## src/hw/rtl/hds_pkg.sv

```systemverilog
// Shared constants, widths and types for the 3D heat diffusion stencil.
// No dependencies; every file of the block but hds_ram imports this package.
`timescale 1ns / 1ps

package hds_pkg;

  // Interior volume size
  localparam int EDGE_SIZE     = 16;
  localparam int COLUMN_HEIGHT = 64;

  // Padded volume, halo included
  localparam int PAD_X       = EDGE_SIZE + 2;
  localparam int PAD_Y       = COLUMN_HEIGHT + 2;
  localparam int PAD_Z       = EDGE_SIZE + 2;
  localparam int PLANE_WORDS = PAD_X * PAD_Y;

  // Position counter widths
  localparam int COL_W   = $clog2(PAD_X);
  localparam int ROW_W   = $clog2(PAD_Y);
  localparam int PLANE_W = $clog2(PAD_Z);

  // Result coordinate field widths
  localparam int POS_X_W = 4;
  localparam int POS_Y_W = 6;
  localparam int POS_Z_W = 4;

  // Delay memories: a short one spanning about one row, a long one about one plane
  localparam int LINE_DEPTH  = PAD_X - 2;
  localparam int PLANE_DEPTH = PLANE_WORDS - PAD_X - 1;
  localparam int LINE_AW     = (LINE_DEPTH > 1) ? $clog2(LINE_DEPTH) : 1;
  localparam int PLANE_AW    = (PLANE_DEPTH > 1) ? $clog2(PLANE_DEPTH) : 1;

  // Arithmetic widths
  localparam int TEMP_W  = 16;
  localparam int COEF_W  = 16;
  localparam int FRAC_W  = 16;
  localparam int SUM_W   = TEMP_W + 3;
  localparam int DIFF_W  = TEMP_W + 4;
  localparam int PROD_W  = DIFF_W + COEF_W + 1;
  localparam int DELTA_W = PROD_W - FRAC_W;
  localparam int RES_W   = DELTA_W + 1;

  localparam int TEMP_MAX = 2 ** (TEMP_W - 1) - 1;
  localparam int TEMP_MIN = -(2 ** (TEMP_W - 1));

  typedef logic signed [TEMP_W-1:0] temp_t;
  typedef logic [COEF_W-1:0]        coef_t;

  // The seven stencil points of one interior voxel
  typedef struct packed {
    temp_t above;
    temp_t north;
    temp_t right;
    temp_t center;
    temp_t left;
    temp_t south;
    temp_t below;
  } taps_t;

  // Position and end-of-volume mark that travel with a result
  typedef struct packed {
    logic [POS_X_W-1:0] pos_x;
    logic [POS_Y_W-1:0] pos_y;
    logic [POS_Z_W-1:0] pos_z;
    logic               last;
  } tag_t;

endpackage

```

## src/hw/rtl/hds_if.sv

```systemverilog


interface hds_result_if import hds_pkg::*; ();
  logic               valid;
  logic               ready;
  temp_t              next_temperature;
  logic [POS_X_W-1:0] pos_x;
  logic [POS_Y_W-1:0] pos_y;
  logic [POS_Z_W-1:0] pos_z;
  logic               saturated;
  logic               last;

  modport source(output valid, next_temperature, pos_x, pos_y, pos_z, saturated, last,
                 input ready);
  modport sink(input valid, next_temperature, pos_x, pos_y, pos_z, saturated, last,
               output ready);
endinterface

```

## src/hw/rtl/hds_update.sv

```systemverilog
// Update pipeline: neighbor sum, coefficient multiply, shift, saturate, result register.
// Depends on hds_pkg and hds_if.
`timescale 1ns / 1ps

module hds_update import hds_pkg::*; (
  input  logic          clk,
  input  logic          rst,
  input  logic          win_valid,
  input  taps_t         taps,
  input  tag_t          tag,
  input  coef_t         coeff,
  output logic          advance,
  hds_result_if.source  result
);

  logic                     adv_mul;
  logic                     adv_out;

  logic signed [DIFF_W-1:0] diff_next;
  logic signed [DIFF_W-1:0] center_x;
  logic signed [DIFF_W-1:0] nb_sum;

  logic                     dif_valid;
  logic signed [DIFF_W-1:0] dif_diff;
  temp_t                    dif_center;
  tag_t                     dif_tag;

  logic                     mul_valid;
  logic signed [PROD_W-1:0] mul_prod;
  temp_t                    mul_center;
  tag_t                     mul_tag;

  logic signed [PROD_W-1:0]  prod_next;
  logic signed [COEF_W:0]    coeff_s;
  logic signed [DELTA_W-1:0] delta;
  logic signed [RES_W-1:0]   res;

  logic                      out_valid;
  temp_t                     out_temp;
  tag_t                      out_tag;
  logic                      out_sat;

  // Each stage moves when it is empty or the next one moves
  assign adv_out = !out_valid || result.ready;
  assign adv_mul = !mul_valid || adv_out;
  assign advance = !dif_valid || adv_mul;

  // Six neighbors minus six times the center
  assign nb_sum = DIFF_W'(taps.above) + DIFF_W'(taps.north) + DIFF_W'(taps.right) +
                  DIFF_W'(taps.left) + DIFF_W'(taps.south) + DIFF_W'(taps.below);
  assign center_x  = DIFF_W'(taps.center);
  assign diff_next = nb_sum - ((center_x <<< 2) + (center_x <<< 1));

  assign coeff_s   = signed'({1'b0, coeff});
  assign prod_next = dif_diff * coeff_s;

  // Arithmetic shift rounds toward minus infinity
  assign delta = mul_prod[PROD_W-1:FRAC_W];
  assign res   = RES_W'(mul_center) + RES_W'(delta);

  always_ff @(posedge clk) begin
    if (rst) begin
      dif_valid <= 1'b0;
      mul_valid <= 1'b0;
      out_valid <= 1'b0;
    end else begin
      if (advance) begin
        dif_valid <= win_valid;
      end
      if (adv_mul) begin
        mul_valid <= dif_valid;
      end
      if (adv_out) begin
        out_valid <= mul_valid;
      end
    end
  end

  always_ff @(posedge clk) begin
    if (advance) begin
      dif_diff   <= diff_next;
      dif_center <= taps.center;
      dif_tag    <= tag;
    end
    if (adv_mul) begin
      mul_prod   <= prod_next;
      mul_center <= dif_center;
      mul_tag    <= dif_tag;
    end
    if (adv_out) begin
      out_tag <= mul_tag;
      if (res > RES_W'(TEMP_MAX)) begin
        out_temp <= TEMP_W'(TEMP_MAX);
        out_sat  <= 1'b1;
      end else if (res < RES_W'(TEMP_MIN)) begin
        out_temp <= TEMP_W'(TEMP_MIN);
        out_sat  <= 1'b1;
      end else begin
        out_temp <= res[TEMP_W-1:0];
        out_sat  <= 1'b0;
      end
    end
  end

  assign result.valid            = out_valid;
  assign result.next_temperature = out_temp;
  assign result.pos_x            = out_tag.pos_x;
  assign result.pos_y            = out_tag.pos_y;
  assign result.pos_z            = out_tag.pos_z;
  assign result.last             = out_tag.last;
  assign result.saturated        = out_sat;

  a_sat_value: assert property (@(posedge clk) disable iff (rst)
    out_valid && out_sat |->
      out_temp == TEMP_W'(TEMP_MAX) || out_temp == TEMP_W'(TEMP_MIN))
    else $error("saturated result not at a range limit");

  a_reset_empty: assert property (@(posedge clk) disable iff (rst)
    $past(rst) |-> !dif_valid && !mul_valid && !out_valid)
    else $error("pipeline holds words after reset");

  a_no_overrun: assert property (@(posedge clk) disable iff (rst)
    mul_valid && !adv_out |=> mul_valid && $stable(mul_prod))
    else $error("multiply stage dropped or overwritten while stalled");

endmodule

```

## src/flat_wrapper.sv

```systemverilog
// flat-port wrapper written by rule: the top's interface ports become plain ports
module hds_update_flat import hds_pkg::*;
  (clk, rst, win_valid, taps, tag, coeff, advance, result_valid, result_next_temperature, result_pos_x, result_pos_y, result_pos_z, result_saturated, result_last, result_ready);
  hds_result_if result_i ();
  input  logic clk;
  input  logic rst;
  input  logic win_valid;
  input  taps_t taps;
  input  tag_t tag;
  input  coef_t coeff;
  output logic advance;
  output wire logic [$bits(result_i.valid)-1:0] result_valid;
  output wire logic [$bits(result_i.next_temperature)-1:0] result_next_temperature;
  output wire logic [$bits(result_i.pos_x)-1:0] result_pos_x;
  output wire logic [$bits(result_i.pos_y)-1:0] result_pos_y;
  output wire logic [$bits(result_i.pos_z)-1:0] result_pos_z;
  output wire logic [$bits(result_i.saturated)-1:0] result_saturated;
  output wire logic [$bits(result_i.last)-1:0] result_last;
  input wire logic [$bits(result_i.ready)-1:0] result_ready;
  assign result_valid = result_i.valid;
  assign result_next_temperature = result_i.next_temperature;
  assign result_pos_x = result_i.pos_x;
  assign result_pos_y = result_i.pos_y;
  assign result_pos_z = result_i.pos_z;
  assign result_saturated = result_i.saturated;
  assign result_last = result_i.last;
  assign result_i.ready = result_ready;
  hds_update u_core (.clk(clk), .rst(rst), .win_valid(win_valid), .taps(taps), .tag(tag), .coeff(coeff), .advance(advance), .result(result_i));
endmodule
```

## config.mk

```make
export PLATFORM = sky130hd
export DESIGN_NAME = hds_update_flat
export DESIGN_NICKNAME = d
export VERILOG_FILES = /design/src/hw/rtl/hds_pkg.sv /design/src/hw/rtl/hds_if.sv /design/src/hw/rtl/hds_update.sv /design/src/flat_wrapper.sv
export SDC_FILE = /design/constraint.sdc
export NUM_CORES = 1
export LEC_CHECK = 0
export BUFFER_PORTS_ARGS = -buffer_cell sky130_fd_sc_hd__clkbuf_2
export CAP_MARGIN = 10
export CORE_AREA = 2 2 197 199
export CTS_CLUSTER_DIAMETER = 50
export DETAILED_ROUTE_END_ITERATION = 16
export DIE_AREA = 0 0 199 201
export PLACE_DENSITY = 0.74
export SLEW_MARGIN = 20
export SYNTH_ARGS = -nofsm -noshare
export SYNTH_HDL_FRONTEND = slang
export SYNTH_SLANG_ARGS = --single-unit
export TNS_END_PERCENT = 10
```

## constraint.sdc

```tcl
create_clock -name clk -period 13.9 [get_ports clk]
set_input_delay 1.39 -clock clk [delete_from_list [all_inputs] [get_ports clk]]
set_output_delay 1.39 -clock clk [all_outputs]
set_load 0.01 [all_outputs]
```

==> results of run 1 <==
through the flow:
| stage | area (µm²) | hold slack [ps] | setup slack, ps |
|---|---|---|---|
| after CTS | 22600 | 419 | 6020 |
| after detailed placement | 22000 | 405 | 5590 |
| after global routing | 22600 | 425 | 5710 |
| after global placement | 22000 | 400 | 5710 |
| final | 22600 | 415 | 6080 |
| after floorplan | 20700 | 400 | 6380 |
cell families (layout without fill, tap and decap cells):
logic type / after synthesis / after routing / share of synthesized area
AND/OR/NAND/NOR: 500 / 500 / 0.115
buffers and inverters: 585 / 742 / 0.107
flip-flops: 138 / 138 / 0.199
XOR/XNOR: 83 / 83 / 0.0352
AO/OA/AOI/OAI: 193 / 193 / 0.0634
adder cells (fa/ha/maj): 556 / 556 / 0.479
multiplexers: 2 / 2 / 0.000969
per-layer routing:
layer | track usage | up-vias | wire length, µm
li1 | - | 6576 | -
met1 | 0.279 | 7251 | 16600
met2 | 0.418 | 325 | 22700
met3 | 0.0250 | 98 | 1400
met4 | 0.116 | 0 | 2210
met5 | 0 | - | 0
registers in the layout, indices dropped and copies added, names as in the netlist:
name and cells:
u_core.mul_prod 21, u_core.result.valid 1, u_core.result.pos_x 4, u_core.result.pos_z 4, u_core.mul_center 16, u_core.result.next_temperature 16
u_core.result.pos_y 6, u_core.result.last 1, u_core.mul_valid 1, u_core.dif_diff 20, u_core.dif_tag 15, u_core.dif_valid 1
u_core.dif_center 16, u_core.result.saturated 1, u_core.mul_tag 15
Yosys cell counts (12+ instances only):
master,instances
inv_1,529
xnor2_1,56
nand2_1,224
a21oi_1,49
and2_1,124
o21a_1,14
nor2b_1,12
a21o_1,17
clkbuf_1,52
fa_1,393
nand3_1,19
nor3_1,22
xor2_1,27
ha_1,163
nor2_1,59
o21ai_0,24
edfxtp_1,135
worst min path at each step:
stage	to	slack (ps)	cells after the start
floorplan	u_core.mul_center[0]	400	0
global placement	u_core.result.pos_y[2]	400	0
detailed placement	u_core.mul_center[6]	400	0
CTS	u_core.mul_center[6]	420	0
global route	u_core.result.pos_y[2]	420	0
finish	u_core.mul_tag[8]	410	0
final cells by class:
type                       count  share of cell area
multi-input combinational   1334               0.635
clock buffer                  17              0.0188
tap                          518              0.0287
timing repair buffer         181              0.0402
clock inverter                15             0.00769
sequential                   138               0.182
inverter                     529              0.0879
worst max-delay path, cell delays in order:
cell,delay (ps)
clkbuf_2,380
nand2_1,150
fa_1,550
inv_1,50
fa_1,490
inv_1,50
fa_1,530
inv_1,60
fa_1,390
fa_1,510
inv_1,50
fa_1,470
inv_1,40
ha_1,320
a211oi_1,220
o21ai_1,100
a221oi_1,500
a311oi_1,250
o31a_1,370
o21a_1,220
o31a_1,370
a211oi_2,260
o21bai_1,110
xor2_1,150
==> key figures, run 1 <==
Critical path
  – CP Capture Point: u_core.mul_prod[34]
  – Reg2Reg Depth: 21
  – Kind of critical path: input port to register
  – WP data required: 14,070 ps
  – R2r setup slk: 6600 ps
  – Startpoint types: input port
  – WP data arrival: 7990 ps
  – Worst setup EP type: register
  – Critical path startpoint: coeff[8]
  – CP max FO: 20
  – Reg-to-reg critical path endpoint: u_core.mul_prod[34]
  – Worst R2R Start: u_core.dif_diff[12]

Clocking
  – Max clock buf depth: 2
  – H-tree levels: 4
  – Clk root buf: clkbuf_16
  – CTS tree: done
  – Inserted Clock Buffers: 17
  – Clk sinks: around 140
  – Post-CTS setup buffer count: 0
  – Clk slew on worst S/H paths: 70 ps
  – Post-CTS sizing: 0
  – CTS Hold Bufs: 0
  – Clk_lat worst skew: between 400 and 500 ps

Final layout
  – Final Util: 0.593
  – Multi-input logic area: between 10,000 and 15,000 µm²
  – FILL cells: 3,186
  – Most common cell after layout, fill and taps aside: inv_1
  – Post-route insts no fill: 2,732
  – Layout area overhead: 9.39%
  – Nets: 2,904
  – Most frequent cells in the layout: inv_1, fa_1, nand2_1
  – Layout cells sized above 1: 0.104
  – ANT cells: 0
  – Reg area: ~4000 µm²

Synth
  – Synth top area share: 0.381
  – Yosys top cell by area: fa_1
  – Post-synth EDFFs: 135
  – Post-Syn Nets: 2,760
  – Yosys cell types: 63
  – Sequential share of the synthesized area: 0.199
  – YS warnings: 0
  – Synth top area cells: fa_1, edfxtp_1, ha_1
  – Mapped Cells: around 2,100
  – Avg Inst Size Synth: ~10 µm²
  – Yosys reg bits: between 100 and 150
  – Synthesized area: 20,700 µm²
  – Primary FF master, synth: edfxtp_1
  – Ys async rst share: 0

Min path
  – Min-delay worst type: register to register
  – Hold Crit Start: u_core.dif_tag[8]

Placed design
  – Detail Placement HPWL: 35,300 µm
  – Port Buffers: 180
  – Placed Cells: about 2,700
  – Gpl congestion: between 0.8 and 0.9

Global routing
  – Initial antenna violation count: 0
  – Grt total ovfl: 0
  – Global-route wire length before repair: roughly 74,000 µm
  – Total GRT Usage: 0.234
  – Pin count of the biggest net entering global routing: 53
  – Vias in the first global route: roughly 16,000

Job
  – MaxCap Viol Count: 0

Die
  – Die X: 199 µm
  – Die footprint: between 30,000 and 40,000 µm²
  – Initial Utilization: 0.542
  – Rows: 72
  – Top Ports: ~180
  – Die H: 201 µm
  – Core area: 38,100 µm²

STA
  – TNS Setup: 0 ps
  – Max Fclk: 128 MHz
  – RSZ-0062 raised after global routing: false
  – Setup-failing EPs final: 0
  – Final period util: 0.563
  – Tmin final: slightly below 8000 ps
  – Final hold violations: 0
  – Slew at the pin closest to its max-slew limit: 907 ps
  – Max_slew headroom: 0.395
  – Skew final: about 30 ps
  – Slew Viols, Final: 0

Drt
  – Initial drt markers: 589
  – Final wirelength: 43,000 µm
  – DR WL/cell: 15.7 µm
  – DRT antenna net count: 0
  – First-pass DRT Iterations: 6
  – Routed vias: around 14,000
  – # DRC: 0
  – Via/cell ratio: approximately 5.2

Run status
  – Outcome: finished clean
Power of run 1 is left out: the tool's default activity adds up to more than one toggle a clock period on the data nets, which glitch-free logic cannot reach.
==> run 2: changes to the inputs <==
Clock period 13.9 ns to 7.88 ns, I/O delays scaled along.
==> run 2 against run 1 <==
  * Global-route usage is 0.77 points higher
  * Sequential share of layout area is 0.059 points lower
  * Non-clock buffer count is 10 higher
  * Utilization is 0.19 points higher
  * Design area is 0.33% higher
  * Routed wire length is 2.1% higher
  * First-iteration DRC count is 8.8% higher
  * Register-to-register slack worse by 6100 ps
  * Critical path depth is 4 lower
  * Hold slack worse by 20 ps
  * Critical path type is now register to register
==> key figures, run 2 (synthesis gave the netlist of run 1 again) <==
STA
  – Worst Slack Setup Final: 540 ps
  – Fin Hold WS: slightly below 400 ps
  – Tmin final: 7340 ps
  – Skew final: roughly 25 ps
  – TNS Setup: 0 ps
  – Final hold violations: 0
  – Max_slew headroom: 0.395
  – Final period util: 0.931
  – Max Fclk: 136 MHz
  – RSZ-0062 raised after global routing: false
  – Slew Viols, Final: 0
  – Setup-failing EPs final: 0
  – Slew at the pin closest to its max-slew limit: between 900 and 1000 ps

Global routing
  – Pin count of the biggest net entering global routing: 53
  – GR Layer Usage met3: 0.0297
  – Met2 Use GR: 0.432
  – Vias in the first global route: roughly 16,000
  – Global-route wire length before repair: 76,100 µm
  – Grt met1 use: 0.288
  – GR peak layer: met2
  – Total GRT Usage: 0.242
  – Grt total ovfl: 0
  – Initial antenna violation count: 1

Clocking
  – Post-CTS sizing: 0
  – Clk root buf: clkbuf_16
  – Clk_lat worst skew: 440 ps
  – Clk slew on worst S/H paths: 90 ps
  – Max clock buf depth: 2
  – CTS tree: done
  – CTS Hold Bufs: 0
  – Post-CTS setup buffer count: 0
  – H-tree levels: 4
  – Inserted Clock Buffers: 17
  – Clk sinks: 138

Min path
  – Hold Crit Start: u_core.dif_center[5]
  – Min-delay worst type: register to register

Critical path
  – Worst setup EP type: register
  – Top delay family on crit path: adder cells
  – WP buf/inv: 2
  – Worst R2R Start: u_core.dif_diff[10]
  – Crit-path slowest cell: edfxtp_1
  – Startpoint types: register
  – Critical path startpoint: u_core.dif_diff[10]
  – Kind of critical path: register to register
  – WP data arrival: roughly 7500 ps
  – CP max FO: 16
  – Crit path cell chain: nand2_1 -> fa_1 -> fa_1 -> fa_1 -> fa_1 -> inv_1 -> fa_1 -> fa_1 -> ha_1 -> a211oi_1 -> o21ai_1 -> a221oi_1 -> buf_4 -> a311oi_1 -> o31a_1 -> o21a_1 -> o31a_1 -> a211oi_2 -> o31ai_1 -> xnor2_1
  – WP data required: 8040 ps
  – Max incr delay on CP: 830 ps
  – CP dominant cell by count: fa_1

Run status
  – Outcome: finished clean

Final layout
  – Final Util: 0.595
  – Layout area overhead: 9.75%
  – Top Registers: u_core.mul_prod: 21 flops, u_core.dif_diff: 20 flops
  – FILL cells: 3,152
  – Top reg by flops: u_core.mul_prod
  – Most frequent cells in the layout: inv_1, fa_1, nand2_1
  – Max reg flops: 21
  – Most common cell after layout, fill and taps aside: inv_1
  – Nets: ~3,000
  – Layout cells sized above 1: 0.108

Placed design
  – Pre-CTS setup slack: 295 ps
  – Gpl congestion: 0.912
  – Port Buffers: 180
  – Detail Placement HPWL: 36,500 µm

Drt
  – First-pass DRT Iterations: 6
  – Final wirelength: 43,900 µm
  – DR WL/cell: 16.0 µm
  – Via/cell ratio: 5.22
  – DRT antenna net count: 0
  – # DRC: 0
  – Routed vias: around 14,000
  – Initial drt markers: about 640

Die
  – Die footprint: 40,000 µm²
  – Die X: roughly 200 µm
  – Core area: 38,100 µm²
  – Die H: around 200 µm
  – Initial Utilization: 0.542
  – Top Ports: 181
  – Rows: a little over 70

Job
  – MaxCap Viol Count: 0
run 2: cell types whose count changed in the layout (fill, tap and decap cells not counted), sizes merged:
cell and change:
inv +1, buf +10, diode +1, clkinvlp -1
run 2: final cells by class:
cell class | count | area, µm² | share of cell area
multi-input combinational | 1334 | 14400 | 0.633
clock inverter | 15 | 170 | 0.00750
tap | 518 | 648 | 0.0286
sequential | 138 | 4110 | 0.181
clock buffer | 17 | 425 | 0.0188
timing repair buffer | 191 | 983 | 0.0434
antenna | 1 | 2.50 | 0.000110
inverter | 529 | 1990 | 0.0876
run 2: through the flow:
| stage | cell area (µm²) | instances |
|---|---|---|
| 6_report | 22700 | 2743 |
| 5_1_grt | 22700 | 2743 |
| 4_1_cts | 22700 | 2742 |
| 3_5_place_dp | 22100 | 2710 |
| 3_3_place_gp | 22100 | 2710 |
| 2_1_floorplan | 20700 | 2057 |
run 2: worst reg2reg max path, stage by stage (launching register included):
cell and delay (ps):
edfxtp_1 830, nand2_1 180, fa_1 540, fa_1 580, fa_1 450, fa_1 550, inv_1 50, fa_1 490
fa_1 440, ha_1 320, a211oi_1 290, o21ai_1 120, a221oi_1 350, buf_4 180, a311oi_1 160, o31a_1 370
o21a_1 220, o31a_1 380, a211oi_2 270, o31ai_1 140, xnor2_1 140
run 2: per-layer routing:
layer / routed length, µm / part of all wire
met5: 0 / 0
met4: 2180 / 0.050
met3: 2090 / 0.048
met2: 22700 / 0.52
met1: 16900 / 0.39
run 2: worst paths after layout:
check | endpoint | slack, ps | cells after the start
max | u_core.mul_prod[36] | 540 | 20
max reg2reg | u_core.mul_prod[36] | 540 | 20
min reg2reg | u_core.mul_center[5] | 400 | 0
min | u_core.mul_center[5] | 400 | 0
Power of run 2 is left out for the same reason.
==> run 3: changes to the inputs <==
Settings changed: CORE_AREA 2 2 197 199 to 4 4 199 201, DIE_AREA 0 0 199 201 to 0 0 203 205.
==> run 3 against run 2 <==
  * Die area up 4.0%
  * Worst setup slack better by 62 ps
  * Via count down 0.65%
  * Sequential share of layout area about the same
  * Design area up 0.14%
  * Register-to-register slack better by 60 ps
  * Hold slack better by 10 ps
  * Count of clock-buffer cells in the layout unchanged
  * Critical path type unchanged
  * Flip-flop and latch count unchanged
  * Final cell count down 0.11%
  * Largest cell class unchanged
  * First-iteration DRC count up 12%
  * Maximum frequency up 0.86%
  * Critical endpoint unchanged
==> key figures, run 3 (synthesis gave the netlist of run 1 again) <==
Clocking
  – Clk sinks: approximately 140
  – Inserted Clock Buffers: 17
  – H-tree levels: 4
  – Clk root buf: clkbuf_16
  – Post-CTS sizing: 0
  – Max clock buf depth: 2
  – CTS tree: done
  – Clk slew on worst S/H paths: 70 ps
  – CTS Hold Bufs: 0
  – Clk_lat worst skew: 440 ps
  – Post-CTS setup buffer count: 0

Critical path
  – R2r setup slk: 600 ps
  – Critical path startpoint: u_core.dif_diff[7]
  – Reg-to-reg critical path endpoint: u_core.mul_prod[36]
  – Worst R2R Start: u_core.dif_diff[7]
  – WP buf/inv: 6
  – Kind of critical path: register to register
  – Max incr delay on CP: 810 ps
  – Reg2Reg Depth: 24
  – WP data arrival: 7460 ps
  – CP dominant cell by count: fa_1
  – Crit-path slowest cell: edfxtp_1
  – Worst setup EP type: register
  – Crit path cell chain: nand2_1 -> fa_1 -> inv_1 -> fa_1 -> inv_1 -> fa_1 -> inv_1 -> fa_1 -> fa_1 -> inv_1 -> fa_1 -> inv_1 -> ha_1 -> a211oi_1 -> o21ai_1 -> a221oi_1 -> buf_4 -> a311oi_1 -> o31a_1 -> o21a_1 -> o31a_1 -> a211oi_2 -> o31ai_1 -> xnor2_1
  – CP max FO: 16
  – CP Capture Point: u_core.mul_prod[36]
  – Top delay family on crit path: adder cells
  – Levels on crit path: 24
  – Startpoint types: register
  – WP data required: 8060 ps

Drt
  – DRT antenna net count: 0
  – DR WL/cell: roughly 16 µm
  – First-pass DRT Iterations: 7
  – Final wirelength: roughly 44,000 µm
  – Initial drt markers: 717
  – # DRC: 0
  – Via/cell ratio: slightly above 5
  – Routed vias: 14,200

Placed design
  – Port Buffers: 180
  – Gpl congestion: just over 0.9
  – Detail Placement HPWL: 37,200 µm

Job
  – MaxCap Viol Count: 0

Die
  – Top Ports: 181
  – Die footprint: 41,600 µm²
  – Core area: ~38,000 µm²
  – Initial Utilization: 0.550
  – Die X: roughly 200 µm
  – Die H: 205 µm
  – Rows: 71

Global routing
  – Vias in the first global route: 15,800
  – Pin count of the biggest net entering global routing: 53
  – Global-route wire length before repair: 75,800 µm
  – Initial antenna violation count: 1
  – Total GRT Usage: 0.228
  – Grt total ovfl: 0

STA
  – Slew Viols, Final: 0
  – Tmin final: roughly 7300 ps
  – TNS Setup: 0 ps
  – Final period util: 0.924
  – Max_slew headroom: 0.392
  – RSZ-0062 raised after global routing: false
  – Setup-failing EPs final: 0
  – Skew final: 20.2 ps
  – Slew at the pin closest to its max-slew limit: 911 ps
  – Final hold violations: 0
  – Max Fclk: roughly 140 MHz

Min path
  – Hold depth: 0
  – Min-delay worst type: register to register

Final layout
  – Max reg flops: 21
  – Most common cell after layout, fill and taps aside: inv_1
  – Layout area overhead: 9.90%
  – Layout cells sized above 1: 0.110
  – Most frequent cells in the layout: inv_1, fa_1, nand2_1
  – Nets: 2,919
  – ANT cells: 0
  – Top reg by flops: u_core.mul_prod
  – Top Registers: u_core.mul_prod: 21 flops, u_core.dif_diff: 20 flops

Run status
  – Outcome: finished clean
run 3: final cells by class:
type | count | area, µm²
repair buffers | 196 | 1020
flip-flops and latches | 138 | 4110
multi-input cells | 1334 | 14400
fillers | 3090 | 14900
clock buffers | 17 | 425
well taps | 511 | 639
clock inverters | 15 | 176
inverters | 529 | 1990
run 3: layer usage:
layer  up-vias  GRT usage  part of all wire
li1       6600          -                 -
met1      7132      0.276              0.38
met2       374      0.408              0.52
met3       110     0.0339             0.049
met4         0     0.0992             0.047
met5         -          0                 0
run 3: how the worst min path moves through the flow:
stage,start,endpoint,slack (ps)
floorplan,u_core.dif_center[0],u_core.mul_center[0],400
global placement,u_core.dif_tag[11],u_core.mul_tag[11],400
detailed placement,u_core.dif_center[2],u_core.mul_center[2],400
CTS,u_core.dif_center[7],u_core.mul_center[7],410
global route,u_core.dif_tag[11],u_core.mul_tag[11],420
finish,u_core.dif_center[7],u_core.mul_center[7],410
run 3: metrics by stage:
step	area, µm²	setup WS [ps]	hold slack, ps	util	std cells
final	22700	602	405	0.605	2740
after global routing	22700	159	423	0.605	2740
after CTS	22700	682	408	0.605	2740
after detailed placement	22100	344	405	0.588	2708
after global placement	22100	482	401	0.588	2708
after floorplan	20700	959	400	-	2057
Power of run 3 is left out for the same reason.
